--- config.mk ---
export PLATFORM = sky130hd
export DESIGN_NAME = indexed_byte_sequence_store
export DESIGN_NICKNAME = d
export VERILOG_FILES = /design/src/rtl/ibss_pkg.sv /design/src/rtl/indexed_byte_sequence_store.sv /design/src/rtl/ibss_cell.sv
export SDC_FILE = /design/constraint.sdc
export NUM_CORES = 2
export LEC_CHECK = 0
export BUFFER_PORTS_ARGS = -buffer_cell sky130_fd_sc_hd__buf_4
export CAP_MARGIN = 20
export CORE_AREA = 4 4 359 361
export DETAILED_ROUTE_END_ITERATION = 7
export DIE_AREA = 0 0 363 365
export PLACE_DENSITY = 0.74
export REMOVE_ABC_BUFFERS = 1
export SKIP_LAST_GASP = 1
export SLEW_MARGIN = 25
export SYNTH_ARGS = -nofsm -noshare
export SYNTH_HDL_FRONTEND = slang
export SYNTH_SLANG_ARGS = --single-unit
export TNS_END_PERCENT = 10
--- constraint.sdc ---
create_clock -name aclk -period 24.7 [get_ports aclk]
set_clock_uncertainty 0.2 [all_clocks]
set_input_delay 3.705 -clock aclk [delete_from_list [all_inputs] [get_ports aclk]]
set_output_delay 3.705 -clock aclk [all_outputs]
set_load 0.1 [all_outputs]
--- src/rtl/ibss_pkg.sv ---
// ibss_pkg: shared types and codes for the indexed byte sequence store
// no dependencies; imported by ibss_cell, indexed_byte_sequence_store and the testbench
package ibss_pkg;

    typedef enum logic [3:0] {
        OP_APPEND     = 4'd0,
        OP_PREPEND    = 4'd1,
        OP_INSERT     = 4'd2,
        OP_DROP_FIRST = 4'd3,
        OP_DROP_LAST  = 4'd4,
        OP_DROP_AT    = 4'd5,
        OP_CLEAR      = 4'd6,
        OP_READ       = 4'd7,
        OP_WRITE      = 4'd8,
        OP_FIND_FIRST = 4'd9,
        OP_FIND_LAST  = 4'd10
    } op_t;

    typedef enum logic [1:0] {
        STAT_DONE    = 2'd0,
        STAT_IGNORED = 2'd1,
        STAT_FULL    = 2'd2
    } status_t;

    typedef enum logic {
        ST_IDLE = 1'b0,
        ST_EVAL = 1'b1
    } state_t;

    // broadcast control from the command decoder to every cell
    typedef struct packed {
        logic load;
        logic ins;
        logic del;
        logic wr;
    } cell_ctrl_t;

    localparam int OP_W    = 4;
    localparam int IDX_W   = 7;
    localparam int BYTE_W  = 8;
    localparam int STAT_W  = 2;

endpackage

--- src/rtl/indexed_byte_sequence_store.sv ---
// Indexed byte sequence store: an ordered list of up to CAPACITY bytes held in a row of
// cells that all shift in parallel, so append, prepend, insert, remove and write take
// effect in the cycle a command is accepted. Each command gives exactly one result
// (count after the command and a status) once the output register is free; read and
// find results come from per-cell match flags captured at acceptance and reduced in the
// evaluate state. The block takes a command in the idle state and loads its result from
// the evaluate state, so it accepts no new command until the last result is loaded, and
// waits longer while a result waits at the output.
// depends on ibss_pkg and ibss_cell
module indexed_byte_sequence_store
    import ibss_pkg::*;
#(
    parameter int CAPACITY = 64
) (
    input  logic        aclk,
    input  logic        aresetn,
    input  logic        s_tvalid,
    output logic        s_tready,
    input  logic [15:0] s_tdata,   // index[6:0], data[14:7], zero pad
    input  logic [3:0]  s_tuser,   // operation[3:0]
    output logic        m_tvalid,
    input  logic        m_tready,
    output logic [23:0] m_tdata,   // value[7:0], position[14:8], count[21:15], zero pad
    output logic [1:0]  m_tuser    // status[1:0]
);

    localparam int CNT_W = $clog2(CAPACITY + 1);
    localparam int POS_W = (CNT_W > IDX_W) ? CNT_W : IDX_W;
    localparam logic [POS_W-1:0] CAP_POS = POS_W'(CAPACITY);

    state_t state_reg, state_next;

    logic [CNT_W-1:0]  cnt_reg, cnt_next;
    op_t               op_reg;
    status_t           status_reg, status_next;

    logic              accept;
    logic              out_load;

    op_t               in_op;
    logic [IDX_W-1:0]  in_index;
    logic [BYTE_W-1:0] in_data;
    logic [POS_W-1:0]  idx_ext;
    logic [POS_W-1:0]  cnt_ext;
    logic              full;

    cell_ctrl_t        ctrl;
    logic [POS_W-1:0]  cell_pos;

    logic [BYTE_W-1:0] cell_data [CAPACITY];
    logic [BYTE_W-1:0] cell_pick [CAPACITY];
    logic              cell_hit  [CAPACITY];

    logic              m_valid_reg;
    logic [BYTE_W-1:0] value_reg, value_next;
    logic [IDX_W-1:0]  position_reg, position_next;
    logic [IDX_W-1:0]  count_reg;
    status_t           mstat_reg;

    logic [BYTE_W-1:0] pick_or;
    logic              any_hit;
    logic [POS_W-1:0]  first_pos;
    logic [POS_W-1:0]  last_pos;

    assign in_op    = op_t'(s_tuser[3:0]);
    assign in_index = s_tdata[6:0];
    assign in_data  = s_tdata[14:7];
    assign idx_ext  = POS_W'(in_index);
    assign cnt_ext  = POS_W'(cnt_reg);
    assign full     = (cnt_ext >= CAP_POS);
    assign accept   = s_tvalid && s_tready;

    // state machine
    always_comb begin
        state_next = state_reg;
        unique case (state_reg)
            ST_IDLE: begin
                if (s_tvalid) state_next = ST_EVAL;
            end
            ST_EVAL: begin
                if (!m_valid_reg || m_tready) state_next = ST_IDLE;
            end
            default: state_next = ST_IDLE;
        endcase
    end

    always_comb begin
        s_tready = 1'b0;
        out_load = 1'b0;
        unique case (state_reg)
            ST_IDLE: s_tready = 1'b1;
            ST_EVAL: out_load = !m_valid_reg || m_tready;
            default: begin
                s_tready = 1'b0;
                out_load = 1'b0;
            end
        endcase
    end

    // command decode
    always_comb begin
        ctrl        = '0;
        ctrl.load   = accept;
        cell_pos    = idx_ext;
        cnt_next    = cnt_reg;
        status_next = STAT_DONE;
        unique case (in_op) inside
            OP_APPEND: begin
                if (full) begin
                    status_next = STAT_FULL;
                end else begin
                    ctrl.ins = accept;
                    cell_pos = cnt_ext;
                    cnt_next = cnt_reg + CNT_W'(1);
                end
            end
            OP_PREPEND: begin
                if (full) begin
                    status_next = STAT_FULL;
                end else begin
                    ctrl.ins = accept;
                    cell_pos = '0;
                    cnt_next = cnt_reg + CNT_W'(1);
                end
            end
            OP_INSERT: begin
                if (full) begin
                    status_next = STAT_FULL;
                end else if (cnt_reg == '0) begin
                    ctrl.ins = accept;
                    cell_pos = '0;
                    cnt_next = cnt_reg + CNT_W'(1);
                end else if (idx_ext > cnt_ext) begin
                    status_next = STAT_IGNORED;
                end else begin
                    ctrl.ins = accept;
                    cnt_next = cnt_reg + CNT_W'(1);
                end
            end
            OP_DROP_FIRST: begin
                if (cnt_reg == '0) begin
                    status_next = STAT_IGNORED;
                end else begin
                    ctrl.del = accept;
                    cell_pos = '0;
                    cnt_next = cnt_reg - CNT_W'(1);
                end
            end
            OP_DROP_LAST: begin
                if (cnt_reg == '0) begin
                    status_next = STAT_IGNORED;
                end else begin
                    cnt_next = cnt_reg - CNT_W'(1);
                end
            end
            OP_DROP_AT: begin
                if (idx_ext >= cnt_ext) begin
                    status_next = STAT_IGNORED;
                end else begin
                    ctrl.del = accept;
                    cnt_next = cnt_reg - CNT_W'(1);
                end
            end
            OP_CLEAR: cnt_next = '0;
            OP_READ: begin
                if (idx_ext >= cnt_ext) status_next = STAT_IGNORED;
            end
            OP_WRITE: begin
                if (idx_ext >= cnt_ext) begin
                    status_next = STAT_IGNORED;
                end else begin
                    ctrl.wr = accept;
                end
            end
            OP_FIND_FIRST, OP_FIND_LAST: status_next = STAT_DONE;
            default: status_next = STAT_IGNORED;
        endcase
    end

    // cell chain
    for (genvar k = 0; k < CAPACITY; k++) begin : g_cell
        logic [BYTE_W-1:0] left_d, right_d;
        if (k == 0) begin : g_first
            assign left_d = '0;
        end else begin : g_left
            assign left_d = cell_data[k-1];
        end
        if (k == CAPACITY - 1) begin : g_last
            assign right_d = '0;
        end else begin : g_right
            assign right_d = cell_data[k+1];
        end
        ibss_cell #(
            .POS_W    (POS_W),
            .CELL_IDX (k)
        ) u_cell (
            .aclk       (aclk),
            .ctrl       (ctrl),
            .pos        (cell_pos),
            .wbyte      (in_data),
            .key        (in_data),
            .sel_idx    (idx_ext),
            .cnt        (cnt_ext),
            .left_data  (left_d),
            .right_data (right_d),
            .data_out   (cell_data[k]),
            .hit_out    (cell_hit[k]),
            .pick_out   (cell_pick[k])
        );
    end

    // reduce captured cell flags
    always_comb begin
        pick_or   = '0;
        any_hit   = 1'b0;
        first_pos = '0;
        last_pos  = '0;
        for (int k = CAPACITY - 1; k >= 0; k--) begin
            pick_or = pick_or | cell_pick[k];
            if (cell_hit[k]) first_pos = POS_W'(k);
        end
        for (int k = 0; k < CAPACITY; k++) begin
            any_hit = any_hit | cell_hit[k];
            if (cell_hit[k]) last_pos = POS_W'(k);
        end
    end

    always_comb begin
        value_next    = '0;
        position_next = '1;
        case (op_reg)
            OP_READ: begin
                if (status_reg == STAT_DONE) value_next = pick_or;
            end
            OP_FIND_FIRST: begin
                if (any_hit) position_next = first_pos[IDX_W-1:0];
            end
            OP_FIND_LAST: begin
                if (any_hit) position_next = last_pos[IDX_W-1:0];
            end
            default: begin
                value_next    = '0;
                position_next = '1;
            end
        endcase
    end

    always_ff @(posedge aclk) begin
        if (!aresetn) begin
            state_reg   <= ST_IDLE;
            cnt_reg     <= '0;
            m_valid_reg <= 1'b0;
        end else begin
            state_reg <= state_next;
            if (accept) cnt_reg <= cnt_next;
            if (out_load) begin
                m_valid_reg <= 1'b1;
            end else if (m_tready) begin
                m_valid_reg <= 1'b0;
            end
        end
    end

    always_ff @(posedge aclk) begin
        if (accept) begin
            op_reg     <= in_op;
            status_reg <= status_next;
        end
        if (out_load) begin
            value_reg    <= value_next;
            position_reg <= position_next;
            count_reg    <= IDX_W'(cnt_reg);
            mstat_reg    <= status_reg;
        end
    end

    assign m_tvalid = m_valid_reg;
    assign m_tdata  = {2'b00, count_reg, position_reg, value_reg};
    assign m_tuser  = mstat_reg;

`ifndef SYNTHESIS
    a_count_bound: assert property (@(posedge aclk) disable iff (!aresetn)
        cnt_ext <= CAP_POS)
        else $error("element count above capacity");

    a_accept_eval: assert property (@(posedge aclk) disable iff (!aresetn)
        s_tvalid && s_tready |=> state_reg == ST_EVAL)
        else $error("accepted command not evaluated");

    a_full_count: assert property (@(posedge aclk) disable iff (!aresetn)
        out_load && status_reg == STAT_FULL |-> cnt_ext == CAP_POS)
        else $error("full status with room left");

    a_result_follows: assert property (@(posedge aclk) disable iff (!aresetn)
        out_load |=> m_tvalid)
        else $error("result lost");
`endif

endmodule

--- src/rtl/ibss_cell.sv ---
// ibss_cell: one storage cell of the sequence chain, holds one byte
// shifts with its neighbors on insert and remove, flags matches for search
// depends on ibss_pkg
module ibss_cell
    import ibss_pkg::*;
#(
    parameter int POS_W    = 7,
    parameter int CELL_IDX = 0
) (
    input  logic              aclk,
    input  cell_ctrl_t        ctrl,
    input  logic [POS_W-1:0]  pos,
    input  logic [BYTE_W-1:0] wbyte,
    input  logic [BYTE_W-1:0] key,
    input  logic [POS_W-1:0]  sel_idx,
    input  logic [POS_W-1:0]  cnt,
    input  logic [BYTE_W-1:0] left_data,
    input  logic [BYTE_W-1:0] right_data,
    output logic [BYTE_W-1:0] data_out,
    output logic              hit_out,
    output logic [BYTE_W-1:0] pick_out
);

    localparam logic [POS_W-1:0] KPOS = POS_W'(CELL_IDX);

    logic [BYTE_W-1:0] data_reg, data_next;
    logic              hit_reg, hit_next;
    logic [BYTE_W-1:0] pick_reg, pick_next;

    always_comb begin
        data_next = data_reg;
        if (ctrl.ins) begin
            if (KPOS > pos) begin
                data_next = left_data;
            end else if (KPOS == pos) begin
                data_next = wbyte;
            end
        end else if (ctrl.del) begin
            if (KPOS >= pos) begin
                data_next = right_data;
            end
        end else if (ctrl.wr) begin
            if (KPOS == pos) begin
                data_next = wbyte;
            end
        end
    end

    always_comb begin
        hit_next  = (data_reg == key) && (KPOS < cnt);
        pick_next = (KPOS == sel_idx) ? data_reg : '0;
    end

    always_ff @(posedge aclk) begin
        data_reg <= data_next;
        if (ctrl.load) begin
            hit_reg  <= hit_next;
            pick_reg <= pick_next;
        end
    end

    assign data_out = data_reg;
    assign hit_out  = hit_reg;
    assign pick_out = pick_reg;

endmodule

# After elaboration in Yosys (flattened, before gate mapping)
# Cells that the tools add are included.
dict set report word_totals {
  inputBits 24
  elab_cells 1492
  reg_bits 1127
  output_inout_bits 28
}
dict set report op_classes {
  n_mux 550
  magnitude_cmp 195
  n_addsub 2
  bitwise 127
  n_reduce_logical 145
  n_eq_ne 272
}
# cell n
set ops {}
lappend ops {{$mux 8} 384}
lappend ops {{$mux 7} 138}
lappend ops {{$eq 8x8->1} 64}
lappend ops {{$or 8x8->8} 63}
lappend ops {{$eq 6x7->1 const A} 64}
lappend ops {{$eq 5x7->1 const A} 32}
lappend ops {{$ge 6x7->1 const A} 32}
lappend ops {{$gt 6x7->1 const A} 32}
lappend ops {{$lt 6x7->1 const A} 32}
lappend ops {{$ne 3x1->1 const B} 64}
lappend ops {{$reduce_and 2->1} 65}
lappend ops {{$eq 4x7->1 const A} 16}
lappend ops {{$ge 5x7->1 const A} 16}
lappend ops {{$gt 5x7->1 const A} 16}
lappend ops {{$lt 5x7->1 const A} 16}
lappend ops {{$logic_and 1x1->1} 65}
lappend ops {{$or 1x1->1} 63}
lappend ops {{$eq 3x7->1 const A} 8}
lappend ops {{$ge 4x7->1 const A} 8}
lappend ops {{$gt 4x7->1 const A} 8}
lappend ops {{$lt 4x7->1 const A} 8}
lappend ops {{$pmux 7 s5} 1}
lappend ops {{$eq 2x7->1 const A} 4}
lappend ops {{$ge 3x7->1 const A} 4}
lappend ops {{other kinds (39)} 88}

# Longest topological paths before layout
dict set report logic_depth {
  word_depth 66
  mapped_depth 16
  ltp_nobuf 10
}

# Worst setup path before layout
# Ideal clock, no wire load.
dict set report synth_path {
  path_kind {input to register}
  start {in s_tvalid}
  end {reg g_cell[4].u_cell.data_reg[0], enable pin}
  cell_stages 7
  setup_time_ps 335
  t_required_ps 24165
  t_arrival_ps 19305
  n_path_buf 1
  setup_slack_ps 4861
  cell_sequence {nand2_1 > inv_1 > a31oi_1 > and2_1 > clkbuf_1 > a21oi_1 > o31a_1}
}
dict set report synth_between {
  elab_chain_cells 7
  elab_cells_between_ends 13
  classes_between {eq/ne (1); mux (9); reduce/logical (3)}
}
# item line
set synth_lines {}
lappend synth_lines {{from (decl)} indexed_byte_sequence_store.sv:17} ;# input logic s_tvalid,
lappend synth_lines {{$logic_and 1x1->1 (*)} indexed_byte_sequence_store.sv:71} ;# assign accept = s_tvalid && s_tready;
lappend synth_lines {{net accept} indexed_byte_sequence_store.sv:37} ;# logic accept;
lappend synth_lines {{$mux 1} indexed_byte_sequence_store.sv:133} ;# end else if (idx_ext > cnt_ext) begin
lappend synth_lines {{$mux 1} indexed_byte_sequence_store.sv:129} ;# end else if (cnt_reg == '0) begin
lappend synth_lines {{$mux 1} indexed_byte_sequence_store.sv:127} ;# if (full) begin
lappend synth_lines {{$pmux 1 s2} indexed_byte_sequence_store.sv:107} ;# unique case (in_op) inside
lappend synth_lines {{$ne 3x1->1 (no source line) or $reduce_bool 3->1 (tied branches)} -}
lappend synth_lines {{$reduce_and 2->1 (no source line) (*)} -}
lappend synth_lines {{to (signal assigned)} ibss_cell.sv:55} ;# data_reg <= data_next;
lappend synth_lines {{to (decl)} ibss_cell.sv:26} ;# logic [BYTE_W-1:0] data_reg, data_next;
# The timed path passes the listed nets; every way through them passes the cells marked *.
# A chain may end at the register's enable or synchronous reset.

# Final worst setup path
dict set report layout_path {
  start {in s_tdata[4]}
  end {reg g_cell[59].u_cell.data_reg[1], enable pin}
}
dict set report layout_between {
  elab_chain_cells 7
  elab_cells_between_ends 19
  classes_between {order compare (3); eq/ne (1); mux (13); reduce/logical (2)}
}
# item line
set layout_lines {}
lappend layout_lines {{from (decl)} indexed_byte_sequence_store.sv:19} ;# input logic [15:0] s_tdata,
lappend layout_lines {{$gt 7x7->1} indexed_byte_sequence_store.sv:133}
lappend layout_lines {{$mux 1} indexed_byte_sequence_store.sv:133}
lappend layout_lines {{$mux 1} indexed_byte_sequence_store.sv:129}
lappend layout_lines {{$mux 1} indexed_byte_sequence_store.sv:127}
lappend layout_lines {{$pmux 1 s2} indexed_byte_sequence_store.sv:107}
lappend layout_lines {{$ne 3x1->1 (no source line) or $reduce_bool 3->1 (tied branches)} -}
lappend layout_lines {{$reduce_and 2->1 (no source line) (*)} -}
lappend layout_lines {{to (signal assigned)} ibss_cell.sv:55}
lappend layout_lines {{to (decl)} ibss_cell.sv:26}
# Mark *: on every way between the ends. The rest lies on a longest branch, timed or not.

==> impl_metrics.yaml <==
die:
  io_pins: 52
  start_util_pct: 49.8
  chipWidth_um: 363
  core-area_um2: 125000
  die_y_um: 365
  die-area_um2: 132000
  rows: 130
routing:
  via_per_inst: 7.10
  dr_total_vias: 50498
  wl_um: 237000
  drc_errors: 0
  drtPass1Iterations: 8
  first_iter_violations: 9492
  drtAntennaViolNets: 0
  avgRoutedWirePerCell_um: 33.3
critical_path:
  cp.required_ns: 24.91
  critPathLaunchType: "primary input"
  timing.rr.start: "cnt_ext[6]$_SDFFE_PN0P_"
  endpoint_kind: "flip-flop"
  critical_path_class: "in2reg"
  crit_arrival_ns: 8.57
  crit_fanout: 210
  r2r_slack_ns: 18.25
  r2r_cells: 12
  r2r_end: "g_cell[59].u_cell.data_out[1]$_DFFE_PP_"
sta:
  finalCriticalPeriod_ns: 8.37
  setup_tns_ns: 0
  setup-violations-final: 0
  slew_headroom_pct: 12.8
  maxSlewViolCount: 0
  fmax_mhz: 120
  period_share_pct: 33.9
  worst-slew-pin-transition_ns: 1.30
  hold_viol: 0
  rsz0062_at_grt: "false"
finish:
  final_common_cell: "edfxtp_1"
  layout_common_cells: "1,118 x edfxtp_1, 517 x and2_1, 449 x mux2i_1"
  drive_gt1_share_pct: 8.66
  fillers: 10476
  area_delta_synth_final_pct: 9.86
  final_util_pct: 54.7
  finalNonFillerCells: 7115
  final_nets: 5387
clocking:
  clock_sinks: 1127
  ctsHoldBuffers: 0
  root_buffer: "clkbuf_16"
  post_cts_buffers: 0
  cts-resized-gates: 0
  numCtsBuffers: 118
  cts_max_level: 3
  cts_tree: "yes"
  clk_path_buf_depth: 3
  path_clk_slew_ns: 0.06
  clkLatencyLatePin_ns: 0.78
logic_synthesis:
  async_flop_share_pct: 0
  netlist_instances: 5420
  ys_seq_area_share_pct: 54.0
  synth_ff_type: "edfxtp_1"
  synth-seq-cells: 1127
  syn_area_um2: 62500
  synth_area_per_cell_um2: 11.5
  synth_edf_count: 1118
  synth.distinct_cells: 108
  ys_warn_count: 0
global_route:
  gr-total-overflow: 0
  antenna_found_initial: 22
  grt_pass1_vias: 47097
  track_usage_pct: 34.9
  grt_max_degree: 211
  grt_first_pass_wirelength_um: 338000
min_path:
  hold_end: "m_tvalid$_SDFFE_PN0P_"
  min_path_type: "reg2reg"
  whs_path_depth: 2
  hold_start: "state_reg$_SDFF_PN0_"
place:
  portBuffers: 48
  dpl.hpwl_um: 165000
  dpl.cell_count: 6882
  place_congestion: 1.09
flow_run:
  cap_violations: 0
pwr:
  p_per_area_nw_per_um2: 67.3
  total_power_mw: 4.62
  seqPwrFrac_pct: 49.7
  p_switching_mw: 1.21
  clkPwrFrac_pct: 40.7
  p_comb_share_pct: 9.7
  power.internal_mw: 3.41
  ir_drop_v: 0.0000602
  p_leak_nw: 22.8
  sw_frac_of_total_pct: 26.2
outcome:
  outcome: "completed"
==> final cells by class <==
cell class	instances	area, um2	area share (%)
multi-input cells	3902	27400	39.9
well taps	1650	2060	3.01
clock buffers	137	3050	4.44
flip-flops and latches	1127	33800	49.2
repair buffers	156	1240	1.80
diodes	17	42.5	0.0620
clock inverters	78	947	1.38
inverters	48	188	0.273
==> cells in the mapped netlist (123+ instances only) <==
library cell / number / share of area, %
a21oi_1: 123 / 0.99
a22oi_1: 391 / 4.7
and2_1: 518 / 5.2
clkbuf_1: 216 / 1.3
edfxtp_1: 1118 / 54
mux2i_1: 449 / 7.2
nand2_1: 181 / 1.1
nor2_1: 206 / 1.2
nor4_1: 214 / 2.1
o21ai_0: 435 / 3.5
xnor2_1: 316 / 4.4
xor2_1: 196 / 2.7
==> worst max-delay path by stage <==
stage | to | start | cells past startpoint | slack [ns]
2_1_floorplan | g_cell[4].u_cell.data_out[0]$_DFFE_PP_ | s_tvalid | 6 | 1.40
3_3_place_gp | g_cell[59].u_cell.data_out[1]$_DFFE_PP_ | s_tdata[4] | 11 | 15.45
3_5_place_dp | g_cell[59].u_cell.data_out[4]$_DFFE_PP_ | s_tdata[4] | 11 | 15.71
4_1_cts | g_cell[59].u_cell.data_out[1]$_DFFE_PP_ | s_tdata[4] | 11 | 16.51
5_1_grt | g_cell[59].u_cell.data_out[7]$_DFFE_PP_ | s_tdata[4] | 11 | 16.18
6_report | g_cell[59].u_cell.data_out[1]$_DFFE_PP_ | s_tdata[4] | 11 | 16.33
==> metal layers <==
layer  vias to the layer above  track usage [%]  part of all wire, %
li1                      20709                -                    -
met1                     24525             46.6                   36
met2                      4372             49.6                   41
met3                       878             11.3                   16
met4                        14             20.7                  7.2
met5                         -             1.09                 0.12
==> stage by stage <==
step	hold WS (ns)	area, um2	worst slack, ns
detailed placement	0.306	64600	15.71
CTS	0.332	68600	16.51
floorplan	0.228	61000	1.40
global route	0.366	68600	16.18
global placement	0.287	64500	15.45
finish	0.333	68600	16.33
==> power by group through the flow <==
stage                     clock network [mW]  logic, mW  registers (mW)
after CTS                               1.87      0.428            2.29
after detailed placement                   0      0.426            2.33
after global placement                     0      0.416            2.32
after global routing                    1.96      0.463            2.30
after floorplan                            0      0.235            2.34
final                                   1.88      0.448            2.29
==> critical path, stage by stage <==
cell and delay, ns:
buf_4 0.20, ha_1 0.34, a2111oi_0 0.64, a21o_1 0.28, and2_1 0.40, a21o_4 0.53, buf_4 0.54, buf_12 0.66
o211ai_1 0.24, nand2b_1 0.22, o21ai_1 0.70
==> logic make-up (layout without fill, tap and decap cells) <==
family	after synthesis	after routing	synth area share, %
AND/OR/NAND/NOR	1565	1565	14.3
AO/OA/AOI/OAI	1359	1359	14.4
flip-flops	1127	1127	54.0
XOR/XNOR	512	512	7.18
multiplexers	454	454	7.28
buffers and inverters	392	419	2.60
adder cells (fa/ha/maj)	10	10	0.200
other	1	19	0.00600
Power figures use the tool's default switching activity.
